$ cat config.mk
export PLATFORM = sky130hd
export DESIGN_NAME = mwc_random_modulo
export DESIGN_NICKNAME = d
export VERILOG_FILES = /design/src/hw/rtl/mwcrm_pkg.sv /design/src/hw/rtl/mwc_random_modulo.sv
export SDC_FILE = /design/constraint.sdc
export NUM_CORES = 1
export LEC_CHECK = 0
export BUFFER_PORTS_ARGS = -buffer_cell sky130_fd_sc_hd__clkbuf_2
export CORE_ASPECT_RATIO = 1.75
export CORE_MARGIN = 5
export CORE_UTILIZATION = 60
export DETAILED_ROUTE_END_ITERATION = 10
export GPL_TIMING_DRIVEN = 0
export PLACE_DENSITY = 0.9
export SETUP_SLACK_MARGIN = 0.4
export SYNTH_ARGS = -nofsm -noshare
export SYNTH_HDL_FRONTEND = slang
export SYNTH_SLANG_ARGS = --single-unit
$ cat constraint.sdc
create_clock -name clk -period 10.7 [get_ports clk]
set_input_delay 1.605 -clock clk [delete_from_list [all_inputs] [get_ports clk]]
set_output_delay 1.605 -clock clk [all_outputs]
set_load 0.01 [all_outputs]
$ cat src/hw/rtl/mwcrm_pkg.sv
`timescale 1ns / 1ps

package mwcrm_pkg;

	localparam int WORD_W  = 32;
	localparam int HALF_W  = 16;
	localparam int VALUE_W = 31;
	localparam int CNT_W   = 5;

	localparam logic [HALF_W-1:0]  MULT_SECOND = 16'd36969;
	localparam logic [HALF_W-1:0]  MULT_FIRST  = 16'd18000;
	localparam logic [VALUE_W-1:0] LIMIT_RESET = 31'd4096;
	localparam logic [CNT_W-1:0]   LAST_STEP   = 5'd31;

	localparam logic ACT_DRAW = 1'b0;
	localparam logic ACT_LOAD = 1'b1;

	typedef enum logic [1:0] {
		ST_IDLE,
		ST_SUM,
		ST_DIV,
		ST_DONE
	} state_t;

	function automatic logic [WORD_W-1:0] mwc_advance(input logic [WORD_W-1:0] w,
		input logic [HALF_W-1:0] mult);
		logic [WORD_W-1:0] prod;
		prod = {{HALF_W{1'b0}}, mult} * {{HALF_W{1'b0}}, w[HALF_W-1:0]};
		return prod + {{HALF_W{1'b0}}, w[WORD_W-1:HALF_W]};
	endfunction

endpackage

$ cat src/hw/rtl/mwc_random_modulo.sv
`timescale 1ns / 1ps

// Dual multiply-with-carry random source whose draws are reduced modulo range_limit.
// A load transfer (action 1) sets both generator words and gives no result.
// A draw transfer (action 0) advances both words at acceptance, forms the 32-bit sum in
// the next cycle, then reduces it with a restoring divider that retires one quotient bit
// per cycle, one for each bit of the sum; no new transfer is taken until the result
// has moved into the output register, where it waits while the next item enters.
// A range_limit of zero yields zero; write range_limit only while no draw is in flight.
module mwc_random_modulo import mwcrm_pkg::*; (
	input  logic               clk,
	input  logic               arst_n,
	input  logic               cfg_we,
	input  logic [VALUE_W-1:0] cfg_wdata,
	input  logic               in_valid,
	output logic               in_ready,
	input  logic               action,
	input  logic [WORD_W-1:0]  seed_first,
	input  logic [WORD_W-1:0]  seed_second,
	output logic               out_valid,
	input  logic               out_ready,
	output logic [VALUE_W-1:0] value
);

	state_t state_q, state_d;

	logic [VALUE_W-1:0] limit_q;
	logic [WORD_W-1:0]  word_first_q;
	logic [WORD_W-1:0]  word_second_q;
	logic [WORD_W-1:0]  dividend_q;
	logic [VALUE_W-1:0] rem_q;
	logic [CNT_W-1:0]   cnt_q;
	logic               out_valid_q;
	logic [VALUE_W-1:0] value_q;

	logic              in_xfer;
	logic              out_free;
	logic [WORD_W-1:0] trial;
	logic              trial_ge;
	logic [WORD_W-1:0] trial_diff;
	logic [VALUE_W-1:0] rem_next;

	assign in_ready  = (state_q == ST_IDLE);
	assign in_xfer   = in_valid && in_ready;
	assign out_free  = !out_valid_q || out_ready;
	assign out_valid = out_valid_q;
	assign value     = value_q;

	assign trial      = {rem_q, dividend_q[WORD_W-1]};
	assign trial_ge   = (trial >= {1'b0, limit_q});
	assign trial_diff = trial - {1'b0, limit_q};
	assign rem_next   = trial_ge ? trial_diff[VALUE_W-1:0] : trial[VALUE_W-1:0];

	always_comb begin
		state_d = state_q;
		unique case (state_q)
			ST_IDLE: begin
				if (in_xfer && action == ACT_DRAW) begin
					state_d = ST_SUM;
				end
			end
			ST_SUM: state_d = ST_DIV;
			ST_DIV: begin
				if (cnt_q == LAST_STEP) begin
					state_d = ST_DONE;
				end
			end
			ST_DONE: begin
				if (out_free) begin
					state_d = ST_IDLE;
				end
			end
			default: state_d = ST_IDLE;
		endcase
	end

	always_ff @(posedge clk or negedge arst_n) begin
		if (!arst_n) begin
			state_q       <= ST_IDLE;
			limit_q       <= LIMIT_RESET;
			word_first_q  <= '0;
			word_second_q <= '0;
			out_valid_q   <= 1'b0;
			cnt_q         <= '0;
		end else begin
			state_q <= state_d;
			if (cfg_we) begin
				limit_q <= cfg_wdata;
			end
			if (in_xfer) begin
				if (action == ACT_LOAD) begin
					word_first_q  <= seed_first;
					word_second_q <= seed_second;
				end else begin
					word_first_q  <= mwc_advance(word_first_q, MULT_FIRST);
					word_second_q <= mwc_advance(word_second_q, MULT_SECOND);
				end
			end
			if (state_q == ST_SUM) begin
				cnt_q <= '0;
			end else if (state_q == ST_DIV) begin
				cnt_q <= cnt_q + 1'b1;
			end
			if (state_q == ST_DONE && out_free) begin
				out_valid_q <= 1'b1;
			end else if (out_ready) begin
				out_valid_q <= 1'b0;
			end
		end
	end

	always_ff @(posedge clk) begin
		if (state_q == ST_SUM) begin
			dividend_q <= {word_second_q[HALF_W-1:0], {HALF_W{1'b0}}} + word_first_q;
			rem_q      <= '0;
		end else if (state_q == ST_DIV) begin
			dividend_q <= {dividend_q[WORD_W-2:0], 1'b0};
			rem_q      <= rem_next;
		end
		if (state_q == ST_DONE && out_free) begin
			value_q <= (limit_q == '0) ? '0 : rem_q;
		end
	end

endmodule

==> parameters.txt <==
Parameter                              Value

Outcome
  Status    finished, final reports clean

Yosys
  Area leader, netlist    ha_1
  Gate count of the mapped netlist    2,051
  Syn_nets    2,547
  Sequential cell area fraction in the yosys report    27.1%
  Syn. warnings    0
  Proportion of register bits with asynchronous set or reset after synthesis    52.3%
  Number of synthesized register bits    197
  Combined area of all synthesized cells    18,800 um2
  Top-area cell type share of the netlist area    20.3%
  Number of synthesized flops with an enable pin    63
  Ys flop type    dfrtp_1
  Number of unique standard cell types used by synthesis    80
  Synth top area cells    ha_1, dfrtp_1, edfxtp_1
  Syn Area/Cell    9.17 um2

Clock network
  CTS HTree Levels    4
  Clock tree from TritonCTS    built
  Number of clock sinks    197
  Insertion delay to the later sink of the worst-skew pair    0.46 ns
  Max clock buf depth    2
  Number of buffers created by CTS    17
  Hold-fix buffer count after cts    0
  Setup bufs post-CTS    0
  Count of instances resized after the clock tree is built    0
  Root buffer cell    clkbuf_16
  Reg clk slew, reported paths    0.09 ns

Setup path
  Worst-path fanout max    7
  Cell repeated most along the worst path    ha_1
  Crit path max-delay family    adder cells
  Kind of critical path    reg2reg
  CP Data Required Time    11.03 ns
  WP buf/inv    0
  Critical path launch point type    flip-flop
  Chain of cells forming the critical path    ha_1 -> ha_1 -> ha_1 -> fa_1 -> fa_1 -> ha_1 -> a21oi_1 -> nand2_1 -> xor2_1 -> ha_1 -> and3_1 -> a221oi_1 -> nor2b_1 -> o311ai_0 -> a21oi_1 -> and4_1 -> o31ai_1 -> o21ai_0
  Arr. time, crit path    6.88 ns
  Library cell contributing the largest single delay on the critical path    o311ai_0
  Delay of the slowest cell on the worst path    0.78 ns
  Setup crit end kind    flip-flop

Floorplan
  Number of top-level pins    134
  Horizontal extent of the die    144 um
  Die outline area    35,100 um2
  Chip height    244 um
  Area inside the core boundary    30,800 um2
  Number of rows in the core area    85
  Initial core utilization    61.0%

Cells and area
  Net count, final    2,697
  Final cell utilization of the core    66.7%
  Area taken by multi-input logic gates    12,500 um2
  Fraction of final layout cells with drive strength greater than 1    9.80%
  Post-route non-filler standard cell count    2,605
  Ant diodes    0
  Storage cell area    5090 um2
  Layout area overhead    9.36%
  Number of filler instances in the final layout    2,427

Global routing
  Number of global-route vias before repair    17,300
  Number of antenna violations at the first check in global routing    0
  Maximum number of pins on one net before global-route repair    104
  GR Util met2    58.0%
  Overall track demand over capacity in global routing    33.0%
  Met3 capacity usage during global routing    4.57%
  Final global-route overflow total    0
  Most crowded layer after global routing    met2
  Met1 GRT Util    33.6%
  Wire length of the first global-routing pass    89,500 um

Placement
  Final estimated routing congestion in global placement    1.01
  Post-detailed-placement half-perimeter wirelength    46,300 um
  Number of placed instances, taps included    2,573
  Port Buf Inserts    131

STA
  Final setup violation count    0
  Worst Max-Slew Pin Slew    1.31 ns
  Hold violation total from the final report    0
  Ratio of final minimum period to clock period    61.2%
  RSZ-0062 raised after global routing    no
  Fin crit period    6.55 ns
  Relative max-transition margin    12.9%
  Maximum clock frequency    153 MHz
  Clk_skew    0.0170 ns
  Final total negative setup slack    0 ns
  Total count of max-transition violations in the final report    0

Drt
  Count of TritonRoute iterations in the first routing pass    5
  Iteration-0 DRC Markers    1,098
  Overall routed net length    57,400 um
  Residual DRC    0
  Via count    16,500
  Vias per cell    6.34
  Antenna viol nets, final    0
  WL per Instance    22.0 um

Min path
  HP Class    reg2reg

Flow run
  Max-capacitance violation count    0
[tightest hold or removal path, stage by stage, from the launching register on]
cell and delay [ns]:
dfxtp_1 0.34, nand2_1 0.06, a311oi_1 0.07
[layer usage]
| layer | up-vias | wire length [um] |
|---|---|---|
| li1 | 7541 | - |
| met1 | 7857 | 19400 |
| met2 | 786 | 28600 |
| met3 | 326 | 3250 |
| met4 | 0 | 6110 |
| met5 | - | 0 |
[registers in the layout, indices dropped and copies added, names as in the netlist]
| register | cells |
|---|---|
| dividend_q | 32 |
| word_second_q | 32 |
| word_first_q | 32 |
| state_q | 2 |
| cnt_q | 5 |
| limit_q | 31 |
| value | 31 |
| rem_q | 31 |
| out_valid | 1 |
[cells in the final DEF, fill, tap and decap left out, types with 12 or more instances in the layout]
| cell | netlist | routed |
|---|---|---|
| ha_1 | 305 | 305 |
| inv_1 | 231 | 231 |
| nand2_1 | 188 | 188 |
| o21ai_0 | 135 | 135 |
| clkbuf_2 | 1 | 131 |
| a21oi_1 | 123 | 123 |
| nor2_1 | 116 | 116 |
| dfrtp_1 | 102 | 102 |
| fa_1 | 90 | 90 |
| edfxtp_1 | 63 | 63 |
| clkbuf_1 | 55 | 55 |
| xnor2_1 | 47 | 47 |
| a21o_1 | 44 | 44 |
| nand3_1 | 42 | 42 |
| nor2b_1 | 41 | 41 |
| and3_1 | 32 | 32 |
| nor3_1 | 31 | 31 |
| dfxtp_1 | 31 | 31 |
| xor2_1 | 30 | 30 |
| a211oi_1 | 27 | 27 |
| mux2_2 | 26 | 26 |
| mux2i_1 | 24 | 24 |
| a311oi_1 | 23 | 23 |
| o211ai_1 | 22 | 22 |
| o21a_1 | 20 | 20 |
| clkbuf_16 | 0 | 17 |
| a31oi_1 | 16 | 16 |
| nand4_1 | 14 | 14 |
| nand2b_1 | 12 | 12 |
| and2_1 | 13 | 12 |
[area by class of cell]
type / count / area share (%)
clock inverters: 15 / 0.870
multi-input cells: 1549 / 61.0
inverters: 232 / 4.24
flip-flops and latches: 197 / 24.8
well taps: 391 / 2.38
plain buffers: 73 / 1.42
clock buffers: 17 / 2.07
repair buffers: 131 / 3.23
[final timing paths]
kind	startpoint	endpoint	slack, ns	cells past startpoint
max	word_first_q[2]	word_first_q[23]	4.15	18
min	rem_q[3]	rem_q[4]	0.51	2
max reg2reg	word_first_q[2]	word_first_q[23]	4.15	18
min reg2reg	rem_q[3]	rem_q[4]	0.51	2
max in group asynchronous	arst_n	word_first_q[15]	8.78	1
min in group asynchronous	arst_n	limit_q[4]	1.20	1
[per-stage QoR]
| stage | setup slack [ns] | area (um2) | hold WS [ns] |
|---|---|---|---|
| 2_1_floorplan | 5.23 | 18800 | 0.453 |
| 3_3_place_gp | 4.34 | 19900 | 0.494 |
| 3_5_place_dp | 4.25 | 20000 | 0.501 |
| 4_1_cts | 4.23 | 20600 | 0.513 |
| 5_1_grt | 3.83 | 20600 | 0.536 |
| 6_report | 4.15 | 20600 | 0.512 |
[cells in the mapped netlist (4+ instances only)]
cell,number
a211o_1,4
a211oi_1,27
a21boi_0,5
a21o_1,44
a21oi_1,123
a221oi_1,6
a2bb2oi_1,4
a311oi_1,23
a31oi_1,16
and2_1,13
and3_1,32
and4_1,5
buf_1,10
buf_2,5
clkbuf_1,55
dfrtp_1,102
dfxtp_1,31
edfxtp_1,63
fa_1,90
ha_1,305
inv_1,231
mux2_2,26
mux2i_1,24
nand2_1,188
nand2b_1,12
nand3_1,42
nand4_1,14
nor2_1,116
nor2b_1,41
nor3_1,31
nor3b_1,5
nor4_1,9
o2111ai_1,4
o211ai_1,22
o21a_1,20
o21ai_0,135
o21bai_1,9
o22ai_1,5
o31a_1,6
o31ai_1,4
or2_2,4
or3_1,4
xnor2_1,47
xor2_1,30
[cells by family after synthesis]
| logic type | share of synthesized area (%) |
|---|---|
| adders and majority gates | 29.9 |
| buffers and inverters | 6.19 |
| DFF | 27.1 |
| xor gates and xnor gates | 3.59 |
| and+or+nand+nor | 13.8 |
| AOI/OAI and AO/OA | 16.6 |
| muxes | 2.83 |
Power is not shown: default switching activity piles up to over one toggle a cycle in this logic, so the estimate is an artifact.
